<file path="config.mk">
export PLATFORM = sky130hd
export DESIGN_NAME = golomb_encoder_top
export DESIGN_NICKNAME = d
export VERILOG_FILES = /design/src/hw/rtl/golenc_pkg.sv /design/src/hw/rtl/golenc_div.sv /design/src/hw/rtl/golomb_encoder_top.sv
export VERILOG_INCLUDE_DIRS = /design/src /design/src/hw/rtl
export SDC_FILE = /design/constraint.sdc
export NUM_CORES = 1
export LEC_CHECK = 0
export ABC_AREA = 1
export BUFFER_PORTS_ARGS = -buffer_cell sky130_fd_sc_hd__buf_2
export CAP_MARGIN = 20
export CORE_UTILIZATION = 55
export CTS_CLUSTER_SIZE = 28
export DETAILED_ROUTE_END_ITERATION = 10
export PLACE_DENSITY = 0.73
export SYNTH_ARGS = -nofsm -noshare
export SYNTH_HDL_FRONTEND = slang
export SYNTH_SLANG_ARGS = --single-unit
export TNS_END_PERCENT = 10
</file>
<file path="constraint.sdc">
create_clock -name clk -period 3 [get_ports clk]
set_input_delay 0.6 -clock clk [delete_from_list [all_inputs] [get_ports clk]]
set_output_delay 0.6 -clock clk [all_outputs]
set_load 0.005 [all_outputs]
</file>
<file path="src/hw/rtl/assert_macros.svh">
// Assertion macros shared by the Golomb encoder RTL
`ifndef ASSERT_MACROS_SVH
`define ASSERT_MACROS_SVH

// Checked on every rising edge of clk, held off while arst_n is low
`define GE_ASSERT(lbl, prop, msg) \
	lbl: assert property (@(posedge clk) disable iff (!arst_n) prop) else $error(msg);

// A condition that must never be seen on a clock edge
`define GE_NEVER(lbl, cond, msg) \
	lbl: assert property (@(posedge clk) disable iff (!arst_n) !(cond)) else $error(msg);

`endif

</file>
<file path="src/hw/rtl/golenc_pkg.sv">
// Types and fixed widths shared by the Golomb encoder modules
package golenc_pkg;

	localparam int VALUE_W   = 16;  // value port and divider width
	localparam int NB_W      = 5;   // holds ceil(log2 m), 0..16
	localparam int CODE_W    = 32;  // code_bits port
	localparam int CNT_W     = 6;   // bit_count port
	localparam int DIV_STEPS = 16;  // one quotient bit per cycle

	typedef struct packed {
		logic               start;
		logic [VALUE_W-1:0] dividend;
		logic [VALUE_W-1:0] divisor;  // never zero
	} div_req_t;

	typedef struct packed {
		logic               done;     // one-cycle pulse, fields then hold
		logic [VALUE_W-1:0] quot;
		logic [VALUE_W-1:0] rem;
		logic [NB_W-1:0]    nbits;    // ceil(log2 divisor)
	} div_res_t;

endpackage

</file>
<file path="src/hw/rtl/golenc_div.sv">
// Bit-serial restoring divider, also finds ceil(log2 divisor)
`include "assert_macros.svh"

module golenc_div (
	input  logic                  clk,
	input  logic                  arst_n,
	input  golenc_pkg::div_req_t  req,
	output golenc_pkg::div_res_t  res
);

	logic [golenc_pkg::NB_W-1:0]    cnt_q;
	logic                           done_q;
	logic [golenc_pkg::VALUE_W-1:0] rem_q;
	logic [golenc_pkg::VALUE_W-1:0] quo_q;
	logic [golenc_pkg::VALUE_W-1:0] dvs_q;
	logic [golenc_pkg::VALUE_W-1:0] mm1_q;
	logic [golenc_pkg::NB_W-1:0]    nbits_q;

	logic [golenc_pkg::VALUE_W:0]   trial;
	logic [golenc_pkg::VALUE_W:0]   diff;
	logic                           ge;
	logic                           busy;

	assign busy  = (cnt_q != '0);
	assign trial = {rem_q, quo_q[golenc_pkg::VALUE_W-1]};
	assign diff  = trial - {1'b0, dvs_q};
	assign ge    = (trial >= {1'b0, dvs_q});

	always_ff @(posedge clk or negedge arst_n) begin
		if (!arst_n) begin
			cnt_q  <= '0;
			done_q <= 1'b0;
		end else begin
			done_q <= busy && (cnt_q == golenc_pkg::NB_W'(1));
			if (req.start) begin
				cnt_q <= golenc_pkg::NB_W'(golenc_pkg::DIV_STEPS);
			end else if (busy) begin
				cnt_q <= cnt_q - golenc_pkg::NB_W'(1);
			end
		end
	end

	always_ff @(posedge clk) begin
		if (req.start) begin
			quo_q   <= req.dividend;
			rem_q   <= '0;
			dvs_q   <= req.divisor;
			mm1_q   <= req.divisor - golenc_pkg::VALUE_W'(1);
			nbits_q <= '0;
		end else if (busy) begin
			// dividend bits leave at the top, quotient bits enter at the bottom
			quo_q <= {quo_q[golenc_pkg::VALUE_W-2:0], ge};
			rem_q <= ge ? diff[golenc_pkg::VALUE_W-1:0] : trial[golenc_pkg::VALUE_W-1:0];
			if (mm1_q != '0) begin
				nbits_q <= nbits_q + golenc_pkg::NB_W'(1);
				mm1_q   <= mm1_q >> 1;
			end
		end
	end

	assign res.done  = done_q;
	assign res.quot  = quo_q;
	assign res.rem   = rem_q;
	assign res.nbits = nbits_q;

	`GE_NEVER(a_start_idle, req.start && busy, "divider restarted mid-division")
	`GE_ASSERT(a_done_rem, done_q |-> (rem_q < dvs_q), "remainder not below divisor")

endmodule

</file>
<file path="src/hw/rtl/golomb_encoder_top.sv">
// Golomb encoder top level: divider, remainder coding and chunk packer
//
//  channel  dir  handshake               payload
//  in       in   in_valid / in_stall     value
//  out      out  out_valid / out_stall   code_bits, bit_count, last, overflow
//  cfg      in   cfg_wr_en               cfg_wr_data (divisor m)
//
// A word is split into quotient and remainder by the 16 steps of the
// bit-serial divider, planned in S_PREP and S_PLAN, then coded one code bit
// per cycle (q + 1 + remainder bits); overflow words go to S_OVF instead.
// A full chunk waits in the output register; the packer only stops when
// that register is still held by out_stall. Reset sets divisor to 1.
`include "assert_macros.svh"

module golomb_encoder_top #(
	parameter int VALUE_BITS   = 16,
	parameter int MAX_QUOTIENT = 1024,
	parameter int CHUNK_BITS   = 32
) (
	input  logic                           clk,
	input  logic                           arst_n,
	input  logic                           cfg_wr_en,
	input  logic [golenc_pkg::VALUE_W-1:0] cfg_wr_data,
	input  logic                           in_valid,
	output logic                           in_stall,
	input  logic [golenc_pkg::VALUE_W-1:0] value,
	output logic                           out_valid,
	input  logic                           out_stall,
	output logic [golenc_pkg::CODE_W-1:0]  code_bits,
	output logic [golenc_pkg::CNT_W-1:0]   bit_count,
	output logic                           last,
	output logic                           overflow
);

	localparam int VB        = (VALUE_BITS > golenc_pkg::VALUE_W) ? golenc_pkg::VALUE_W
	                                                                : VALUE_BITS;
	localparam logic [golenc_pkg::VALUE_W-1:0] VMASK =
		golenc_pkg::VALUE_W'((33'd1 << VB) - 33'd1);
	localparam int CW        = (CHUNK_BITS > golenc_pkg::CODE_W) ? golenc_pkg::CODE_W
	                                                               : CHUNK_BITS;
	localparam int TOTAL_MAX = 64 * CW;
	localparam int QW        = $clog2(MAX_QUOTIENT + 1);
	localparam int TW        = golenc_pkg::VALUE_W + 2;

	typedef enum logic [2:0] {
		S_IDLE, S_DIV, S_PREP, S_PLAN, S_UNARY, S_STOP, S_REM, S_OVF
	} state_t;

	state_t                          state_q;
	logic [golenc_pkg::VALUE_W-1:0]  divisor_q;
	logic [golenc_pkg::VALUE_W-1:0]  u_q;
	logic                            pow2_q;
	logic [QW-1:0]                   ones_q;
	logic [golenc_pkg::NB_W-1:0]     rb_q;
	logic [golenc_pkg::VALUE_W-1:0]  rval_q;
	logic [golenc_pkg::CODE_W-1:0]   cur_q;
	logic [golenc_pkg::CNT_W-1:0]    fill_q;
	logic                            out_valid_q;
	logic [golenc_pkg::CODE_W-1:0]   out_code_q;
	logic [golenc_pkg::CNT_W-1:0]    out_cnt_q;
	logic                            out_last_q;
	logic                            out_ovf_q;

	golenc_pkg::div_req_t            div_req;
	golenc_pkg::div_res_t            div_res;

	logic [golenc_pkg::VALUE_W-1:0]  m_eff;
	logic                            accept;
	logic                            out_busy;

	// remainder plan
	logic [golenc_pkg::NB_W-1:0]     plan_rbits;
	logic [golenc_pkg::VALUE_W-1:0]  plan_rval;
	logic [TW-1:0]                   plan_total;
	logic                            plan_ovf;

	// packer step
	logic                            bit_val;
	logic                            bit_last;
	logic [golenc_pkg::CODE_W-1:0]   cur_next;
	logic [golenc_pkg::CNT_W-1:0]    fill_next;
	logic                            flush;

	assign m_eff    = (divisor_q == '0) ? golenc_pkg::VALUE_W'(1) : divisor_q;
	assign in_stall = (state_q != S_IDLE);
	assign accept   = in_valid && !in_stall;
	assign out_busy = out_valid_q && out_stall;

	assign div_req.start    = accept;
	assign div_req.dividend = value & VMASK;
	assign div_req.divisor  = m_eff;

	golenc_div u_div (
		.clk    (clk),
		.arst_n (arst_n),
		.req    (div_req),
		.res    (div_res)
	);

	always_comb begin
		plan_rbits = '0;
		plan_rval  = '0;
		if (m_eff != golenc_pkg::VALUE_W'(1)) begin
			if (pow2_q) begin
				plan_rbits = div_res.nbits;
				plan_rval  = div_res.rem;
			end else if (div_res.rem < u_q) begin
				plan_rbits = div_res.nbits - golenc_pkg::NB_W'(1);
				plan_rval  = div_res.rem;
			end else begin
				plan_rbits = div_res.nbits;
				plan_rval  = div_res.rem + u_q;
			end
		end
		plan_total = TW'(div_res.quot) + TW'(1) + TW'(plan_rbits);
		plan_ovf   = (TW'(div_res.quot) > TW'(MAX_QUOTIENT)) ||
		             (plan_total > TW'(TOTAL_MAX));
	end

	always_comb begin
		bit_val  = 1'b0;
		bit_last = 1'b0;
		case (state_q)
			S_UNARY: begin
				bit_val = 1'b1;
			end
			S_STOP: begin
				bit_last = (rb_q == '0);
			end
			S_REM: begin
				bit_val  = rval_q[4'(rb_q - golenc_pkg::NB_W'(1))];
				bit_last = (rb_q == golenc_pkg::NB_W'(1));
			end
			default: begin
				bit_val = 1'b0;
			end
		endcase
		cur_next = cur_q;
		cur_next[5'(golenc_pkg::CNT_W'(golenc_pkg::CODE_W - 1) - fill_q)] = bit_val;
		fill_next = fill_q + golenc_pkg::CNT_W'(1);
		flush     = bit_last || (fill_next == golenc_pkg::CNT_W'(CW));
	end

	always_ff @(posedge clk or negedge arst_n) begin
		if (!arst_n) begin
			state_q     <= S_IDLE;
			divisor_q   <= golenc_pkg::VALUE_W'(1);
			u_q         <= '0;
			pow2_q      <= 1'b0;
			ones_q      <= '0;
			rb_q        <= '0;
			rval_q      <= '0;
			cur_q       <= '0;
			fill_q      <= '0;
			out_valid_q <= 1'b0;
			out_code_q  <= '0;
			out_cnt_q   <= '0;
			out_last_q  <= 1'b0;
			out_ovf_q   <= 1'b0;
		end else begin
			if (cfg_wr_en) begin
				divisor_q <= cfg_wr_data;
			end
			if (out_valid_q && !out_stall) begin
				out_valid_q <= 1'b0;
			end
			case (state_q)
				S_IDLE: begin
					if (accept) begin
						state_q <= S_DIV;
					end
				end
				S_DIV: begin
					if (div_res.done) begin
						state_q <= S_PREP;
					end
				end
				S_PREP: begin
					// offset for truncated binary: 2^b - m
					u_q <= golenc_pkg::VALUE_W'((17'd1 << div_res.nbits) - {1'b0, m_eff});
					pow2_q  <= ((m_eff & (m_eff - golenc_pkg::VALUE_W'(1))) == '0);
					state_q <= S_PLAN;
				end
				S_PLAN: begin
					ones_q <= QW'(div_res.quot);
					rb_q   <= plan_rbits;
					rval_q <= plan_rval;
					if (plan_ovf) begin
						state_q <= S_OVF;
					end else if (div_res.quot == '0) begin
						state_q <= S_STOP;
					end else begin
						state_q <= S_UNARY;
					end
				end
				S_UNARY, S_STOP, S_REM: begin
					if (!(flush && out_busy)) begin
						if (flush) begin
							out_valid_q <= 1'b1;
							out_code_q  <= cur_next;
							out_cnt_q   <= fill_next;
							out_last_q  <= bit_last;
							out_ovf_q   <= 1'b0;
							cur_q       <= '0;
							fill_q      <= '0;
						end else begin
							cur_q  <= cur_next;
							fill_q <= fill_next;
						end
						if (state_q == S_UNARY) begin
							ones_q <= ones_q - QW'(1);
							if (ones_q == QW'(1)) begin
								state_q <= S_STOP;
							end
						end else if (state_q == S_STOP) begin
							state_q <= (rb_q == '0) ? S_IDLE : S_REM;
						end else begin
							rb_q <= rb_q - golenc_pkg::NB_W'(1);
							if (bit_last) begin
								state_q <= S_IDLE;
							end
						end
					end
				end
				S_OVF: begin
					if (!out_busy) begin
						out_valid_q <= 1'b1;
						out_code_q  <= '0;
						out_cnt_q   <= '0;
						out_last_q  <= 1'b1;
						out_ovf_q   <= 1'b1;
						state_q     <= S_IDLE;
					end
				end
				default: begin
					state_q <= S_IDLE;
				end
			endcase
		end
	end

	assign out_valid = out_valid_q;
	assign code_bits = out_code_q;
	assign bit_count = out_cnt_q;
	assign last      = out_last_q;
	assign overflow  = out_ovf_q;

	`GE_ASSERT(a_accept_div, accept |=> (state_q == S_DIV), "accepted word did not start divider")
	`GE_ASSERT(a_ovf_shape, (out_valid_q && out_ovf_q) |-> (out_cnt_q == '0 && out_last_q), "overflow word malformed")
	`GE_ASSERT(a_mid_full, (out_valid_q && !out_last_q) |-> (out_cnt_q == golenc_pkg::CNT_W'(CW)), "inner chunk not full")
	`GE_ASSERT(a_code_nonempty, (out_valid_q && !out_ovf_q) |-> (out_cnt_q != '0), "empty code chunk")

endmodule
</file>
==> results.toml <==
[timing]
relSlewSlack_pct = 56.8
tightest_slew_ns = 0.644
fin_tns_setup_ns = 0
layout_min_cycle_time_ns = 2.73
finClkSkew_ns = 0.0248
setup_slack_ns = 0.266
finalSetupViolations = 0
finalMaxSlewViolations = 0
finalCritPeriodShare_pct = 91.1
rsz0062_at_grt = "no"
hold_viol = 0
fmax_mhz = 366

[die]
core_um2 = 25100
initial_utilization_pct = 55.9
io_pins = 79
die_y_um = 162
row_count = 58
dieArea_um2 = 26200
die_x_um = 162

[final_layout]
fill_cells = 2278
regArea_um2 = 5690
drive_above_1_share_pct = 9.91
nets = 2087
synthToLayoutAreaGrowth_pct = 10.9
multi_input_comb_area_um2 = 7210
antenna-diode-count = 0

[place]
dp.final_hpwl_um = 27800
io_buffers = 78
gp_congestion = 0.958
place_ws_ns = 0.216

[clock_network]
cts_sinks = 222
clk_root_buffer_cell = "clkbuf_16"
cts_tree = "yes"
clk_pin_slew_ns = 0.06
cts_inserted_buffers = 25
post_cts_buffers = 0
htreeDepth = 1
clk_path_buf_depth = 3
clkLatencyLatePin_ns = 0.54

[yosys]
avgSynthCellArea_um2 = 7.44
synthTopCellsByArea = "dfrtp_1, nand2_1, edfxtp_1"
synth_commonest_cells = "nand2_1, inv_1, nand3_1"
synthFlopType = "dfrtp_1"
synth_top_area_share_pct = 27.1
synth_edf_count = 48
netlist_area_um2 = 14000
async_flop_share_pct = 68.9
yosysTopAreaCell = "dfrtp_1"
yosysWarnings = 0
ys_seq_area_share_pct = 40.5
synth_nets = 2025
ys_types = 46
ys_seq_elements = 222
netlist_instances = 1887
yosysMostFrequentCell = "nand2_1"

[drt]
antenna_left = 0
routed_wirelength_um = 36900
wl_per_cell_um = 16.1
drc = 0
drt_iter0_markers = 1164
via_per_inst = 5.55
dr.pass1.iters = 6
num_vias = 12746

[run_status]
status = "finished clean"

[setup_path]
regToRegEndpoint = "u_q[8]$_DFFE_PN0P_"
reg2reg_depth = 12
worst_ep_arrival_time_ns = 3.12
crit_fanout = 6
critical_path_class = "register to register"
end_kind = "register"
critical_path_buf_inv_count = 1
path_delay_family = "simple AND/OR/NAND/NOR gates"
crit_path_cell_trace = "nor2_1, nand2_1, inv_1, nand3_1, nand2_1, ha_1, fa_1, o31ai_2, a21oi_1, or2_2, nand3_1, o21ai_0"
r2r-start = "divisor_q[5]$_DFFE_PN0P_"
critPathLaunchType = "register"
required_ns = 3.39
cp_slowest_cell = "fa_1"
cp_slowest_stage_delay_ns = 0.44
r2r_slack_ns = 0.27

[flow_run]
drv_cap = 0

[global_routing]
grt_pass1_vias = 12227
antenna_found_initial = 0
grt_max_degree = 59
grt_pass1_wl_um = 61700
grt-ovfl-total = 0
grt_use_total_pct = 29.1

[power_and_ir_drop]
leakagePower_uw = 0.00815
powerDensity_nw_per_um2 = 1140
vdd_drop_max_mv = 0.677

[hold_path]
worstHoldPathType = "primary input to asynchronous set/reset pin"
==> per-stage QoR <==
step	power [µW]	util, %	instance area, µm²	std cells	hold WS [ns]
after global routing	19300	62.0	15600	2298	0.101
after global placement	14300	58.7	14700	2252	0.453
after floorplan	11900	-	14000	1887	0.304
after CTS	17700	62.0	15600	2298	0.0785
final	17700	62.0	15600	2298	0.0602
after detailed placement	14500	58.7	14700	2252	0.460
==> kinds of logic after synthesis <==
family / Yosys count / synth area share, %
buffers and inverters: 291 / 8.22
multiplexers: 1 / 0.0802
adder cells (fa/ha/maj): 101 / 9.16
AND/OR/NAND/NOR: 999 / 30.6
AO/OA/AOI/OAI: 240 / 9.35
XOR/XNOR: 33 / 2.06
flip-flops: 222 / 40.5
==> cell usage in the layout (no fill, tap or decap), drive strengths merged, types with 6 or more instances in the layout <==
cell type,synthesis,layout
nand2,535,535
inv,224,225
nand3,212,212
dfrtp,152,152
nor2,149,149
o21ai,125,125
buf,24,101
ha,98,98
a21oi,69,69
edfxtp,48,48
clkbuf,42,37
or2,36,36
nor3,22,22
nand4,21,21
xor2,21,21
dfxtp,21,21
nor4,14,14
xnor2,12,12
nand3b,9,9
o22ai,8,8
a31oi,8,8
o21bai,7,7
o31ai,7,7
clkinv,1,7
o211ai,6,6
==> layout make-up <==
class | count | share of cell area (%)
Tap cell | 330 | 2.65
Sequential cell | 222 | 36.5
Multi-Input combinational cell | 1374 | 46.3
Clock buffer | 37 | 4.63
Inverter | 225 | 5.42
Timing Repair Buffer | 101 | 3.82
Clock inverter | 9 | 0.635
==> worst max-delay path by stage <==
stage / startpoint / to / slack (ns) / cells after the start
floorplan: u_div.nbits_q[2]$_SDFFE_PP0P_ / u_q[8]$_DFFE_PN0P_ / 0.60 / 12
global placement: divisor_q[5]$_DFFE_PN0P_ / u_q[8]$_DFFE_PN0P_ / 0.33 / 12
detailed placement: divisor_q[5]$_DFFE_PN0P_ / u_q[8]$_DFFE_PN0P_ / 0.22 / 12
CTS: divisor_q[5]$_DFFE_PN0P_ / u_q[8]$_DFFE_PN0P_ / 0.18 / 12
global route: divisor_q[12]$_DFFE_PN0P_ / rval_q[6]$_DFFE_PN0P_ / 0.03 / 11
finish: divisor_q[5]$_DFFE_PN0P_ / u_q[8]$_DFFE_PN0P_ / 0.27 / 12
==> repair_timing <==
| item | in CTS | in global routing |
|---|---|---|
| hold buffers | 0 | 0 |
| gates resized for setup | 0 | 2 |
| setup endpoints to repair | 0 | 2 |
==> sequential cells by signal (all words and copies together) (netlist names), 5 cells and up <==
name / cells
u_div.quo_q: 16
bit_count: 6
cur_q: 32
u_q: 16
fill_q: 6
u_div.rem_q: 16
ones_q: 11
divisor_q: 16
u_div.dvs_q: 16
u_div.mm1_q: 16
rb_q: 5
u_div.nbits_q: 5
u_div.cnt_q: 5
code_bits: 32
rval_q: 16
==> power by group <==
part	leakage (µW)	switching, µW	internal (µW)
Clock	0.000409	1240	1830
Combinational	0.00508	6090	3260
Sequential	0.00267	938	4390
==> metal layers <==
layer,GRT usage [%],up-vias,share of wire (%)
met5,0,-,0
met4,7.50,0,2.5
met3,3.22,57,5.2
met2,47.1,417,46
met1,41.5,6006,47
li1,-,6266,-
(Power assumes the default switching activity.)
